<file path="config.mk">
export PLATFORM = sky130hd
export DESIGN_NAME = rtos_delay_wake_unit_flat
export DESIGN_NICKNAME = d
export VERILOG_FILES = /design/src/sv/rdwu_pkg.sv /design/src/sv/rdwu_if.sv /design/src/sv/rdwu_datapath.sv /design/src/sv/rdwu_ctrl.sv /design/src/sv/rtos_delay_wake_unit.sv /design/src/flat_wrapper.sv
export SDC_FILE = /design/constraint.sdc
export NUM_CORES = 1
export LEC_CHECK = 0
export BUFFER_PORTS_ARGS = -buffer_cell sky130_fd_sc_hd__buf_2
export CORE_UTILIZATION = 35
export CTS_CLUSTER_SIZE = 20
export DETAILED_ROUTE_END_ITERATION = 8
export GPL_ROUTABILITY_DRIVEN = 0
export GPL_TIMING_DRIVEN = 1
export SLEW_MARGIN = 0
export SYNTH_ARGS = -nofsm -noshare
export SYNTH_HDL_FRONTEND = slang
export SYNTH_HIERARCHICAL = 1
export SYNTH_SLANG_ARGS = --single-unit
</file>
<file path="constraint.sdc">
create_clock -name clk -period 6.6 [get_ports clk]
set_input_delay 0.66 -clock clk [delete_from_list [all_inputs] [get_ports clk]]
set_output_delay 0.66 -clock clk [all_outputs]
set_load 0.02 [all_outputs]
</file>
<file path="src/sv/rdwu_pkg.sv">
// Shared types and constants of the delay/wake unit.
// No dependencies; the datapath, controller and top level import this package.
`default_nettype none

package rdwu_pkg;

  // Default number of task slots
  localparam int MAX_TASKS_DEF = 32;

  // Wrap-aware "due" limit on (tick - wake)
  localparam logic [31:0] HALF_RANGE = 32'h8000_0000;

  // Item kinds
  localparam logic KIND_TICK  = 1'b0;
  localparam logic KIND_DELAY = 1'b1;

  // Controller to datapath
  typedef struct packed {
    logic in_ready;
    logic accept;
    logic arm;
    logic scan;
    logic load_out;
  } rdwu_cmd_t;

  // Datapath to controller
  typedef struct packed {
    logic in_valid;
    logic in_kind;
    logic scan_last;
    logic out_free;
  } rdwu_sts_t;

endpackage

`default_nettype wire

</file>
<file path="src/sv/rdwu_if.sv">
// Valid/ready channel interfaces for input items and result items.
// No dependencies.
`default_nettype none

interface rdwu_in_if;
  logic        valid;
  logic        ready;
  logic        kind;
  logic [4:0]  task_slot;
  logic [31:0] delay_ticks;
  logic [4:0]  current_priority;
  logic        same_level_ready;

  modport source (output valid, kind, task_slot, delay_ticks, current_priority,
                  same_level_ready, input ready);
  modport sink (input valid, kind, task_slot, delay_ticks, current_priority,
                same_level_ready, output ready);
endinterface

interface rdwu_out_if;
  logic        valid;
  logic        ready;
  logic [31:0] woken_mask;
  logic        yield_req;
  logic [31:0] tick_now;

  modport source (output valid, woken_mask, yield_req, tick_now, input ready);
  modport sink (input valid, woken_mask, yield_req, tick_now, output ready);
endinterface

`default_nettype wire

</file>
<file path="src/sv/rdwu_datapath.sv">
// Datapath: tick counter, waiting flags, wake-time/priority memories,
// slot scan and output register. Depends on rdwu_pkg and rdwu_if.
`default_nettype none

module rdwu_datapath import rdwu_pkg::*; #(
  parameter int MAX_TASKS = MAX_TASKS_DEF
) (
  input  wire logic       clk,
  input  wire logic       rst_n,
  rdwu_in_if.sink         in_ch,
  rdwu_out_if.source      out_ch,
  input  wire rdwu_cmd_t  cmd,
  output rdwu_sts_t       sts
);

  localparam int IDX_W = (MAX_TASKS > 1) ? $clog2(MAX_TASKS) : 1;

  // Latched item
  logic        kind_r;
  logic [4:0]  slot_r;
  logic [31:0] delay_r;
  logic [4:0]  prio_r;

  // State
  logic [31:0]          tick_r;
  logic [MAX_TASKS-1:0] flags_r;
  logic [31:0]          wake_mem [MAX_TASKS];
  logic [4:0]           prio_mem [MAX_TASKS];

  // Scan pipeline
  logic [IDX_W-1:0] cnt_r;
  logic             rd_vld_r;
  logic [IDX_W-1:0] rd_idx_r;
  logic [31:0]      rd_wake_r;
  logic [4:0]       rd_prio_r;

  // Result accumulation and output register
  logic [31:0] woken_r;
  logic        yield_r;
  logic        out_valid_r;
  logic [31:0] out_mask_r;
  logic        out_yield_r;
  logic [31:0] out_tick_r;

  logic             arm_ok;
  logic             hit;
  logic [IDX_W-1:0] slot_idx;
  logic [31:0]      wake_diff;

  assign slot_idx  = slot_r[IDX_W-1:0];
  assign arm_ok    = cmd.arm && (delay_r != 32'd0) && ({1'b0, slot_r} < 6'(MAX_TASKS));
  assign wake_diff = tick_r - rd_wake_r;
  assign hit       = rd_vld_r && flags_r[rd_idx_r] && (wake_diff < HALF_RANGE);

  // Status toward the controller
  assign sts.in_valid  = in_ch.valid;
  assign sts.in_kind   = in_ch.kind;
  assign sts.scan_last = (cnt_r == IDX_W'(MAX_TASKS - 1));
  assign sts.out_free  = !out_valid_r || out_ch.ready;

  assign in_ch.ready = cmd.in_ready;

  // Latch the accepted item
  always_ff @(posedge clk) begin
    if (cmd.accept) begin
      kind_r  <= in_ch.kind;
      slot_r  <= in_ch.task_slot;
      delay_r <= in_ch.delay_ticks;
      prio_r  <= in_ch.current_priority;
    end
  end

  // Write armed slots; read the scanned slot into registers
  always_ff @(posedge clk) begin
    if (arm_ok) begin
      wake_mem[slot_idx] <= tick_r + delay_r;
      prio_mem[slot_idx] <= prio_r;
    end
    if (cmd.scan) begin
      rd_wake_r <= wake_mem[cnt_r];
      rd_prio_r <= prio_mem[cnt_r];
    end
    rd_idx_r <= cnt_r;
  end

  // Counter, flags, scan control, accumulation
  always_ff @(posedge clk) begin
    if (!rst_n) begin
      tick_r   <= 32'd0;
      flags_r  <= '0;
      cnt_r    <= '0;
      rd_vld_r <= 1'b0;
      woken_r  <= 32'd0;
      yield_r  <= 1'b0;
    end else begin
      rd_vld_r <= cmd.scan;
      if (cmd.accept) begin
        cnt_r   <= '0;
        woken_r <= 32'd0;
        yield_r <= (in_ch.kind == KIND_TICK) && in_ch.same_level_ready;
        if (in_ch.kind == KIND_TICK) begin
          tick_r <= tick_r + 32'd1;
        end
      end
      if (cmd.scan) begin
        cnt_r <= cnt_r + 1'b1;
      end
      if (arm_ok) begin
        flags_r[slot_idx] <= 1'b1;
        yield_r           <= 1'b1;
      end
      // Wake a due slot
      if (hit) begin
        flags_r[rd_idx_r] <= 1'b0;
        woken_r           <= woken_r | (32'd1 << rd_idx_r);
        if (rd_prio_r < prio_r) begin
          yield_r <= 1'b1;
        end
      end
    end
  end

  // Output register: load a finished item, drop it when taken
  always_ff @(posedge clk) begin
    if (!rst_n) begin
      out_valid_r <= 1'b0;
    end else if (cmd.load_out) begin
      out_valid_r <= 1'b1;
    end else if (out_ch.ready) begin
      out_valid_r <= 1'b0;
    end
  end

  always_ff @(posedge clk) begin
    if (cmd.load_out) begin
      out_mask_r  <= woken_r;
      out_yield_r <= yield_r;
      out_tick_r  <= tick_r;
    end
  end

  assign out_ch.valid      = out_valid_r;
  assign out_ch.woken_mask = out_mask_r;
  assign out_ch.yield_req  = out_yield_r;
  assign out_ch.tick_now   = out_tick_r;

`ifndef SYNTHESIS
  a_arm_not_scan: assert property (@(posedge clk) disable iff (!rst_n)
    !(cmd.arm && cmd.scan))
    else $error("arm and scan issued together");

  a_tick_incr: assert property (@(posedge clk) disable iff (!rst_n)
    cmd.accept && (in_ch.kind == KIND_TICK) |=> tick_r == $past(tick_r) + 32'd1)
    else $error("tick counter did not advance on a tick item");

  a_delay_no_wake: assert property (@(posedge clk) disable iff (!rst_n)
    cmd.load_out && (kind_r == KIND_DELAY) |-> woken_r == 32'd0)
    else $error("delay item reports woken slots");

  a_hit_clears: assert property (@(posedge clk) disable iff (!rst_n)
    hit |=> !flags_r[$past(rd_idx_r)])
    else $error("woken slot still waiting");
`endif

endmodule

`default_nettype wire

</file>
<file path="src/sv/rdwu_ctrl.sv">
// Controller state machine: accept, arm or scan, then hand off to the output.
// Depends on rdwu_pkg.
`default_nettype none

module rdwu_ctrl import rdwu_pkg::*; (
  input  wire logic      clk,
  input  wire logic      rst_n,
  input  wire rdwu_sts_t sts,
  output rdwu_cmd_t      cmd
);

  typedef enum logic [2:0] {
    ST_IDLE,
    ST_ARM,
    ST_SCAN,
    ST_DRAIN,
    ST_RESULT
  } state_t;

  state_t state_r;
  state_t state_nxt;

  // Decode commands from state
  always_comb begin
    cmd          = '0;
    cmd.in_ready = (state_r == ST_IDLE);
    cmd.accept   = (state_r == ST_IDLE) && sts.in_valid;
    cmd.arm      = (state_r == ST_ARM);
    cmd.scan     = (state_r == ST_SCAN);
    cmd.load_out = (state_r == ST_RESULT) && sts.out_free;
  end

  // Next state
  always_comb begin
    state_nxt = state_r;
    unique case (state_r)
      ST_IDLE: begin
        if (sts.in_valid) begin
          state_nxt = (sts.in_kind == KIND_DELAY) ? ST_ARM : ST_SCAN;
        end
      end
      ST_ARM:   state_nxt = ST_RESULT;
      ST_SCAN: begin
        if (sts.scan_last) begin
          state_nxt = ST_DRAIN;
        end
      end
      ST_DRAIN: state_nxt = ST_RESULT;
      ST_RESULT: begin
        if (sts.out_free) begin
          state_nxt = ST_IDLE;
        end
      end
      default:  state_nxt = ST_IDLE;
    endcase
  end

  // Hold state
  always_ff @(posedge clk) begin
    if (!rst_n) begin
      state_r <= ST_IDLE;
    end else begin
      state_r <= state_nxt;
    end
  end

endmodule

`default_nettype wire

</file>
<file path="src/sv/rtos_delay_wake_unit.sv">
// Top level of the delay/wake unit: controller plus datapath.
// Depends on rdwu_pkg, rdwu_if, rdwu_ctrl and rdwu_datapath.
//
// Usage: in_ch carries items (kind 0 = timer tick, kind 1 = delay start for
// task_slot); out_ch returns exactly one result per item, in order, with the
// woken mask, a yield request and the tick counter after the item.
// Flow: a delay item passes from acceptance through the arm and result
// states; a tick item through the scan, drain and result states, as the
// tick walks the single-port wake-time/priority memory one slot per cycle.
// One item is worked on at a time; the next one is accepted only after
// the result is loaded into the output register.
// Reset (rst_n low, synchronous) clears the tick counter, all waiting flags
// and the output register; wake-time memory needs no clearing since a slot's
// wake time is used only while its flag is set.
// If the receiver stalls, the result holds in the output register; the
// block still takes the next item, then holds that one's result internally
// until the register frees, and accepts nothing more meanwhile.
`default_nettype none

module rtos_delay_wake_unit import rdwu_pkg::*; #(
  parameter int MAX_TASKS = MAX_TASKS_DEF
) (
  input  wire logic  clk,
  input  wire logic  rst_n,
  rdwu_in_if.sink    in_ch,
  rdwu_out_if.source out_ch
);

  rdwu_cmd_t cmd;
  rdwu_sts_t sts;

  rdwu_ctrl u_ctrl (
    .clk   (clk),
    .rst_n (rst_n),
    .sts   (sts),
    .cmd   (cmd)
  );

  rdwu_datapath #(
    .MAX_TASKS (MAX_TASKS)
  ) u_datapath (
    .clk    (clk),
    .rst_n  (rst_n),
    .in_ch  (in_ch),
    .out_ch (out_ch),
    .cmd    (cmd),
    .sts    (sts)
  );

endmodule

`default_nettype wire
</file>
<file path="src/flat_wrapper.sv">
// flat-port wrapper written by rule: the top's interface ports become plain ports
module rtos_delay_wake_unit_flat import rdwu_pkg::*;
#(
  parameter int MAX_TASKS = MAX_TASKS_DEF
)
  (clk, rst_n, in_ch_valid, in_ch_kind, in_ch_task_slot, in_ch_delay_ticks, in_ch_current_priority, in_ch_same_level_ready, in_ch_ready, out_ch_valid, out_ch_woken_mask, out_ch_yield_req, out_ch_tick_now, out_ch_ready);
  rdwu_in_if in_ch_i ();
  rdwu_out_if out_ch_i ();
  input  wire logic clk;
  input  wire logic rst_n;
  input wire logic [$bits(in_ch_i.valid)-1:0] in_ch_valid;
  input wire logic [$bits(in_ch_i.kind)-1:0] in_ch_kind;
  input wire logic [$bits(in_ch_i.task_slot)-1:0] in_ch_task_slot;
  input wire logic [$bits(in_ch_i.delay_ticks)-1:0] in_ch_delay_ticks;
  input wire logic [$bits(in_ch_i.current_priority)-1:0] in_ch_current_priority;
  input wire logic [$bits(in_ch_i.same_level_ready)-1:0] in_ch_same_level_ready;
  output wire logic [$bits(in_ch_i.ready)-1:0] in_ch_ready;
  output wire logic [$bits(out_ch_i.valid)-1:0] out_ch_valid;
  output wire logic [$bits(out_ch_i.woken_mask)-1:0] out_ch_woken_mask;
  output wire logic [$bits(out_ch_i.yield_req)-1:0] out_ch_yield_req;
  output wire logic [$bits(out_ch_i.tick_now)-1:0] out_ch_tick_now;
  input wire logic [$bits(out_ch_i.ready)-1:0] out_ch_ready;
  assign in_ch_i.valid = in_ch_valid;
  assign in_ch_i.kind = in_ch_kind;
  assign in_ch_i.task_slot = in_ch_task_slot;
  assign in_ch_i.delay_ticks = in_ch_delay_ticks;
  assign in_ch_i.current_priority = in_ch_current_priority;
  assign in_ch_i.same_level_ready = in_ch_same_level_ready;
  assign in_ch_ready = in_ch_i.ready;
  assign out_ch_valid = out_ch_i.valid;
  assign out_ch_woken_mask = out_ch_i.woken_mask;
  assign out_ch_yield_req = out_ch_i.yield_req;
  assign out_ch_tick_now = out_ch_i.tick_now;
  assign out_ch_i.ready = out_ch_ready;
  rtos_delay_wake_unit #(.MAX_TASKS(MAX_TASKS)) u_core (.clk(clk), .rst_n(rst_n), .in_ch(in_ch_i), .out_ch(out_ch_i));
endmodule
</file>
==> summary.txt, run 1 <==
Logic synthesis
  • Synth area leaders: edfxtp_1 (71%), mux4_2 (15%), dfxtp_1 (4.0%), ha_1 (1.5%), mux2_2 (0.82%)
  • Synth warn: 6
  • Netlist cell types: 65
  • Cell Area, Synth: between 50,000 and 60,000 sq um
  • Ys async rst share: 0
  • Cell with the most instances after synthesis: edfxtp_1
  • Cell accounting for the most synthesized area: edfxtp_1
  • Sequential share of the synthesized area: 0.745
  • Top_reg_cell synth: edfxtp_1
  • Synthesized instance count: around 2,700
  • Commonest cells post-synth: edfxtp_1 (1,328), mux4_2 (372), dfxtp_1 (112), inv_1 (84), clkbuf_1 (80)
  • EDFF count, synth: 1,328
  • Syn_nets: 2,821
  • Synth top area share: 0.705
  • #FFs+latches synth: about 1,400
  • Syn avg cell area: 20.9 sq um

Power and ir drop
  • LEAKAGE: 20.8 nW
  • Flop pwr share: 0.533
  • VDD IR-drop max: around 0.28 mV
  • Switching share of power: 0.210
  • PD cells: between 200 and 300 nW/um^2
  • Sw power: 0.00401 W
  • Int Pwr: approximately 0.015 W
  • Clock power share: 0.428
  • Comb pwr share: 0.040

Setup path
  • CP arrival: 5030 ps
  • Critical path, cell by cell: ha_1 -> fa_1 -> a21o_1 -> a21o_1 -> a211oi_1 -> o31ai_1 -> a221o_1 -> a21boi_1 -> o21ai_0 -> xor2_2
  • Critical-path maximum fanout: 32
  • Critical-path top delay cell: xor2_2
  • Most used cell, CP: a21o_1
  • CP Class: reg2reg
  • CP peak stage delay: ~930 ps
  • Worst Setup EP: u_core/u_datapath/wake_mem[17][28]$_DFFE_PP_
  • Reg-to-Reg End: u_core/u_datapath/wake_mem[17][28]$_DFFE_PP_
  • R2R setup slack: slightly below 2000 ps
  • CP startpoint kind: flip-flop
  • Crit path from: u_core/u_datapath/delay_r[0]$_DFFE_PP_
  • R2R cell count: 10
  • Critical path capture point type: flip-flop
  • Worst Path Required: around 7000 ps
  • Critical R2R Launch: u_core/u_datapath/delay_r[0]$_DFFE_PP_

GRT
  • Total congestion overflow: 0
  • Antenna violations before repair: 23
  • First-pass GRT wire length: roughly 210,000 um
  • Largest net degree at the start of global routing: ~110
  • Total GRT Usage: 0.180
  • Vias in the first global route: around 28,000

Drt
  • DR DRC count: 0
  • Wire per inst: ~28 um
  • Drt via density: ~5.4
  • DRT Pass-1 Iters: 5
  • Starting DRC count in detailed routing: 3,256
  • DRT Wirelength: around 150,000 um
  • Antenna Nets Post-Route: 0
  • Routed vias: 28,100

Die
  • Die Y-Extent: 404 um
  • Die span in x: 404 um
  • Total die area: around 160,000 sq um
  • Initial core utilization: 0.352
  • # IOs: between 100 and 150
  • Placeable Area: 161,000 sq um
  • Row count: roughly 150

Clock tree
  • Setup repair bufs after CTS: 0
  • Clock-pin transition on the worst setup and hold timing paths: roughly 60 ps
  • Clock sink total: about 1,400
  • Hold buffers post-CTS: 0
  • Worst-skew pair later-pin latency: slightly below 800 ps
  • CTS tree: yes
  • # resized after CTS: 0
  • H-tree Lvls: 4
  • Num CTS Buffers: roughly 150
  • Clock Tree Root: clkbuf_16
  • Max clock buf depth: 3

Place
  • Port Buffers: between 100 and 150
  • DP Wirelength: between 80,000 and 90,000 um
  • Area after DPL: 60,400 sq um

Layout
  • Register area: ~42,000 sq um
  • Multi-input gate area in the final layout: approximately 14,000 sq um
  • Post-route cell area: between 60,000 and 70,000 sq um
  • Final nets: a little over 3,000
  • Filler cell count: between 10,000 and 15,000
  • Area delta synth->final: 15.2%
  • Share of layout cells above drive strength 1: 0.303

Timing
  • Min Tclk post-route: between 4000 and 5000 ps
  • Final setup violation count: 0
  • Clock Skews: 30.1 ps
  • Rel. slew slack: 0.134
  • Fin. Hold Viols: 0
  • RSZ-0062 raised after global routing: no
  • Max-slew violations: 0
  • Least-Margin Pin Slew: 1300 ps
  • Setup TNS: 0 ps
  • Max Clock Freq: roughly 220 MHz
  • Final period util: 0.702

Run status
  • Status: completed

Worst hold path
  • Tightest Hold Check Type: in2reg

Run
  • Max-Cap Viols: 0
==> layer usage <==
layer | GRT usage | share of wire | up-vias
met5 | 0 | 0.000089 | -
met4 | 0.0425 | 0.018 | 2
met3 | 0.0350 | 0.079 | 178
met2 | 0.280 | 0.47 | 1162
met1 | 0.260 | 0.44 | 15100
li1 | - | - | 11600
==> registers in the layout (all words and copies together) (netlist names) <==
register,cells
u_core/u_datapath/yield_r,1
u_core/u_datapath/prio_r,5
u_core/u_datapath/slot_idx,5
u_core/u_datapath/out_ch.yield_req,1
u_core/u_ctrl/state_r,3
u_core/u_datapath/out_ch.tick_now,32
u_core/u_datapath/delay_r,32
u_core/u_datapath/flags_r,32
u_core/u_datapath/tick_r,32
u_core/u_datapath/wake_mem,1024
u_core/u_datapath/out_ch.woken_mask,32
u_core/u_datapath/rd_prio_r,5
u_core/u_datapath/out_ch.valid,1
u_core/u_datapath/rd_wake_r,32
u_core/u_datapath/rd_vld_r,1
u_core/u_datapath/woken_r,32
u_core/u_datapath/prio_mem,160
u_core/u_datapath/cnt_r,5
u_core/u_datapath/rd_idx_r,5
==> through the flow <==
stage / hold slack [ps] / instances / util / setup slack, ps / power, W
floorplan: 329 / 2704 / - / 701 / 0.0108
global placement: 416 / 4932 / 0.376 / 2080 / 0.0111
detailed placement: 415 / 4932 / 0.376 / 1990 / 0.0111
CTS: 12.3 / 5199 / 0.405 / 2010 / 0.0193
global route: 27.5 / 5202 / 0.406 / 1680 / 0.0197
finish: 59.6 / 5205 / 0.406 / 1970 / 0.0191
==> cells in the final DEF, fill, tap and decap left out, types with 10 or more instances in the layout <==
cell	instances
nor2b_1	15
a21o_1	26
edfxtp_1	1328
nand4_1	35
a21oi_1	56
nor2_4	32
clkbuf_1	36
bufinv_16	10
nand3_1	21
or3_1	10
buf_4	67
mux4_2	372
o21ai_1	32
nor2_1	28
and2_1	34
clkbuf_16	152
ha_1	68
clkinv_2	22
xnor2_1	21
inv_1	84
a21oi_2	30
o21ai_0	22
o211a_1	33
nand2_1	33
mux2_2	41
xnor2_2	14
buf_2	114
nor3_1	15
clkinv_1	23
xor2_1	17
dfxtp_1	107
==> how the worst min path moves through the flow <==
| stage | from | endpoint | cells after the start |
|---|---|---|---|
| 2_1_floorplan | u_core/u_datapath/cnt_r[2]$_SDFFE_PN0P_ | u_core/u_datapath/rd_idx_r[2]$_DFF_P_ | 0 |
| 6_report | in_ch_task_slot[2] | u_core/u_datapath/slot_idx[2]$_DFFE_PP_ | 1 |
| 3_3_place_gp | u_core/u_datapath/woken_r[16]$_SDFFE_PN0P_ | u_core/u_datapath/out_ch.woken_mask[16]$_DFFE_PP_ | 0 |
| 3_5_place_dp | u_core/u_datapath/woken_r[22]$_SDFFE_PN0P_ | u_core/u_datapath/out_ch.woken_mask[22]$_DFFE_PP_ | 0 |
| 4_1_cts | in_ch_task_slot[2] | u_core/u_datapath/slot_idx[2]$_DFFE_PP_ | 1 |
| 5_1_grt | in_ch_task_slot[1] | u_core/u_datapath/slot_idx[1]$_DFFE_PP_ | 1 |
==> layout make-up <==
type                       count  share of cell area
tap                         2160              0.0415
inverter                      84             0.00484
sequential                  1440               0.647
clock buffer                 196              0.0622
multi-input combinational   1063               0.216
antenna                        3            0.000115
timing repair buffer         188              0.0183
clock inverter                71              0.0104
==> critical path: cells and delay by family, from the launching register on <==
family                   cells  cell delay [ps]
AO/OA/AOI/OAI                7             2240
XOR/XNOR                     1              930
adder cells (fa/ha/maj)      2              680
flip-flops                   1              400
==> kinds of logic after synthesis <==
kind of cell / Yosys count / share of synthesized area
AND/OR/NAND/NOR: 270 / 0.0259
AO/OA/AOI/OAI: 244 / 0.0309
flip-flops: 1440 / 0.745
buffers and inverters: 201 / 0.0145
multiplexers: 422 / 0.160
adder cells (fa/ha/maj): 69 / 0.0154
XOR/XNOR: 58 / 0.00898
==> power groups by stage <==
| stage | clock network (W) | logic, W | registers (W) |
|---|---|---|---|
| floorplan | 0 | 0.000482 | 0.0104 |
| global placement | 0 | 0.000752 | 0.0104 |
| detailed placement | 0 | 0.000762 | 0.0104 |
| CTS | 0.00833 | 0.000762 | 0.0102 |
| global route | 0.00866 | 0.000812 | 0.0102 |
| finish | 0.00818 | 0.000756 | 0.0102 |
No activity file was read; power rests on OpenSTA's default activity.
==> inputs of run 2 (changes only) <==
==> constraint.sdc (replaced) <==
create_clock -name clk -period 4.7 [get_ports clk]
set_input_delay 0.47 -clock clk [delete_from_list [all_inputs] [get_ports clk]]
set_output_delay 0.47 -clock clk [all_outputs]
set_load 0.02 [all_outputs]
==> summary.txt, run 2 (synthesized netlist as in run 1, its figures left out) <==
Timing
  • Final setup violation count: 0 (unchanged)
  • Final period util: 0.918 (was 0.702)
  • Rel. slew slack: 0.132 (was 0.134)
  • RSZ-0062 raised after global routing: no (unchanged)
  • Setup TNS: 0 ps (unchanged)
  • Max-slew violations: 0 (unchanged)
  • Final worst slack: 386 ps (was 1970 ps)
  • Clock Skews: 35.4 ps (was 30.1 ps)
  • Max Clock Freq: 232 MHz (was 216 MHz)
  • Least-Margin Pin Slew: 1300 ps (about the same)
  • Min Tclk post-route: 4310 ps (was 4630 ps)
  • Fin. Hold Viols: 0 (unchanged)

Clock tree
  • Worst-skew pair later-pin latency: 780 ps (about the same)
  • Max clock buf depth: 3 (unchanged)
  • Num CTS Buffers: 146 (was 149)
  • Setup repair bufs after CTS: 0 (unchanged)
  • H-tree Lvls: 4 (unchanged)
  • Clock Tree Root: clkbuf_16 (unchanged)
  • CTS tree: yes (unchanged)
  • Clock-pin transition on the worst setup and hold timing paths: 60 ps (about the same)
  • Clock sink total: 1,440 (unchanged)

Setup path
  • Most used cell, CP: a21o_1 (unchanged)
  • Largest delay contributor family on the critical path: compound AO/OA/AOI/OAI gates (unchanged)
  • Worst Path Buf+Inv: 0 (unchanged)
  • R2R cell count: 10 (unchanged)
  • Critical path capture point type: flip-flop (unchanged)
  • Critical-path maximum fanout: 32 (unchanged)
  • Worst Path Required: 5160 ps (was 7000 ps)
  • Critical R2R Launch: u_core/u_datapath/delay_r[0]$_DFFE_PP_ (unchanged)
  • R2R setup slack: 390 ps (was 1970 ps)
  • CP arrival: 4780 ps (was 5030 ps)
  • CP peak stage delay: 670 ps (was 930 ps)
  • Critical path, cell by cell: ha_1 -> fa_1 -> a21o_1 -> a21o_1 -> a211oi_1 -> o31ai_1 -> a221o_1 -> a21boi_1 -> o21ai_0 -> xor2_4 (was ha_1 -> fa_1 -> a21o_1 -> a21o_1 -> a211oi_1 -> o31ai_1 -> a221o_1 -> a21boi_1 -> o21ai_0 -> xor2_2)
  • Crit path from: u_core/u_datapath/delay_r[0]$_DFFE_PP_ (unchanged)
  • CP startpoint kind: flip-flop (unchanged)
  • Reg-to-Reg End: u_core/u_datapath/wake_mem[7][28]$_DFFE_PP_ (was u_core/u_datapath/wake_mem[17][28]$_DFFE_PP_)
  • Critical-path top delay cell: xor2_4 (was xor2_2)
  • CP Class: reg2reg (unchanged)

Drt
  • Wire per inst: 27.5 um (was 28.2 um)
  • Starting DRC count in detailed routing: 3,575 (was 3,256)
  • Drt via density: 5.36 (was 5.40)
  • Antenna Nets Post-Route: 0 (unchanged)
  • DRT Pass-1 Iters: 6 (was 5)
  • DRT Wirelength: 146,000 um (was 147,000 um)
  • Routed vias: 28,400 (was 28,100)
  • DR DRC count: 0 (unchanged)

Layout
  • Most frequent cells in the layout: edfxtp_1 (1,328), mux4_2 (372), clkbuf_16 (150) (was edfxtp_1 (1,328), mux4_2 (372), clkbuf_16 (152))
  • Share of layout cells above drive strength 1: 0.306 (was 0.303)
  • Largest register FFs: 1,024 (unchanged)
  • Area delta synth->final: 16.8% (was 15.2%)
  • Final nets: 3,137 (was 3,043)
  • Top Registers: u_core/u_datapath/wake_mem: 1024 flops, u_core/u_datapath/prio_mem: 160 flops (unchanged)
  • Biggest register: u_core/u_datapath/wake_mem (unchanged)
  • Most common cell after layout, fill and taps aside: edfxtp_1 (unchanged)

GRT
  • Total GRT Usage: 0.179 (was 0.180)
  • Vias in the first global route: 27,900 (was 28,100)
  • Largest net degree at the start of global routing: 52 (was 112)
  • Antenna violations before repair: 13 (was 23)
  • First-pass GRT wire length: 206,000 um (was 208,000 um)
  • Total congestion overflow: 0 (unchanged)

Worst hold path
  • Worst hold start: out_ch_ready (was in_ch_task_slot[2])
  • Tightest Hold Check Type: in2reg (unchanged)
  • Cell depth of the worst min-delay path: 3 (was 1)
  • Hold EP: u_core/u_datapath/out_ch.valid$_SDFFE_PN0P_ (was u_core/u_datapath/slot_idx[2]$_DFFE_PP_)

Power and ir drop
  • PD cells: 402 nW/um^2 (was 294 nW/um^2)
  • VDD IR-drop max: 0.262 mV (was 0.278 mV)
  • LEAKAGE: 21.2 nW (was 20.8 nW)

Place
  • DP Wirelength: 86,400 um (was 84,700 um)
  • Port Buffers: 114 (unchanged)
  • Placement Setup Slack: 180 ps (was 1990 ps)

Run
  • Max-Cap Viols: 0 (unchanged)

Die
  • Die Y-Extent: 404 um (unchanged)
  • Initial core utilization: 0.352 (unchanged)
  • Die span in x: 404 um (unchanged)
  • Placeable Area: 161,000 sq um (unchanged)
  • Row count: 147 (unchanged)
  • # IOs: 115 (unchanged)
  • Total die area: 163,000 sq um (unchanged)

Run status
  • Status: completed (unchanged)
## run 2: worst max path at each step
stage | end | depth (start not counted) | slack [ps]
2_1_floorplan | u_core/u_datapath/cnt_r[3]$_SDFFE_PN0P_ | 6 | 680
3_3_place_gp | u_core/u_datapath/wake_mem[4][28]$_DFFE_PP_ | 10 | 290
3_5_place_dp | u_core/u_datapath/wake_mem[16][28]$_DFFE_PP_ | 10 | 180
4_1_cts | u_core/u_datapath/wake_mem[5][28]$_DFFE_PP_ | 10 | 130
5_1_grt | u_core/u_datapath/wake_mem[14][27]$_DFFE_PP_ | 9 | 40
6_report | u_core/u_datapath/wake_mem[7][28]$_DFFE_PP_ | 10 | 390
## run 2: stage by stage
step | std cells | hold slack [ps] | cell area (sq um) | power [W] | utilization
finish | 5301 | 60.3 | 66100 | 0.0266 | 0.412
global route | 5300 | 43.4 | 66100 | 0.0273 | 0.411
CTS | 5300 | 2.72 | 66000 | 0.0268 | 0.411
detailed placement | 4987 | 416 | 61000 | 0.0157 | 0.380
global placement | 4987 | 416 | 61000 | 0.0156 | 0.380
floorplan | 2704 | 329 | 56600 | 0.0152 | -
## run 2: worst min-delay path: cells and delay by family
family                 cells  cell delay (ps)
AND/OR/NAND/NOR            1              140
AO/OA/AOI/OAI              1              110
buffers and inverters      1               70
## run 2: where the power goes
| part | total [W] | switching, W | internal [W] |
|---|---|---|---|
| registers | 0.0143 | 0.0000992 | 0.0142 |
| logic | 0.00112 | 0.000688 | 0.000435 |
| clock network | 0.0111 | 0.00486 | 0.00628 |
| total | 0.0266 | 0.00565 | 0.0209 |
## run 2: cell type report
class | count | area (sq um)
antenna | 1 | 2.50
fill | 14000 | 94500
sequential | 1440 | 42100
clock buffer | 193 | 3960
tap | 2160 | 2700
timing repair buffer | 285 | 2290
multi-input combinational | 1063 | 14100
clock inverter | 75 | 591
inverter | 84 | 315
## run 2: timing repair
| action | in CTS | in global routing |
|---|---|---|
| setup endpoints to repair | 0 | 64 |
| endpoints found under the hold margin | 45 | 0 |
| resized for setup | 0 | 2 |
| hold buffers | 45 | 0 |
## run 2: layer usage
layer,GRT usage,vias up,part of all wire
met4,0.0494,4,0.022
met5,0,-,0.00014
met2,0.260,1275,0.44
met3,0.0535,210,0.10
li1,-,11900,-
met1,0.259,15100,0.43
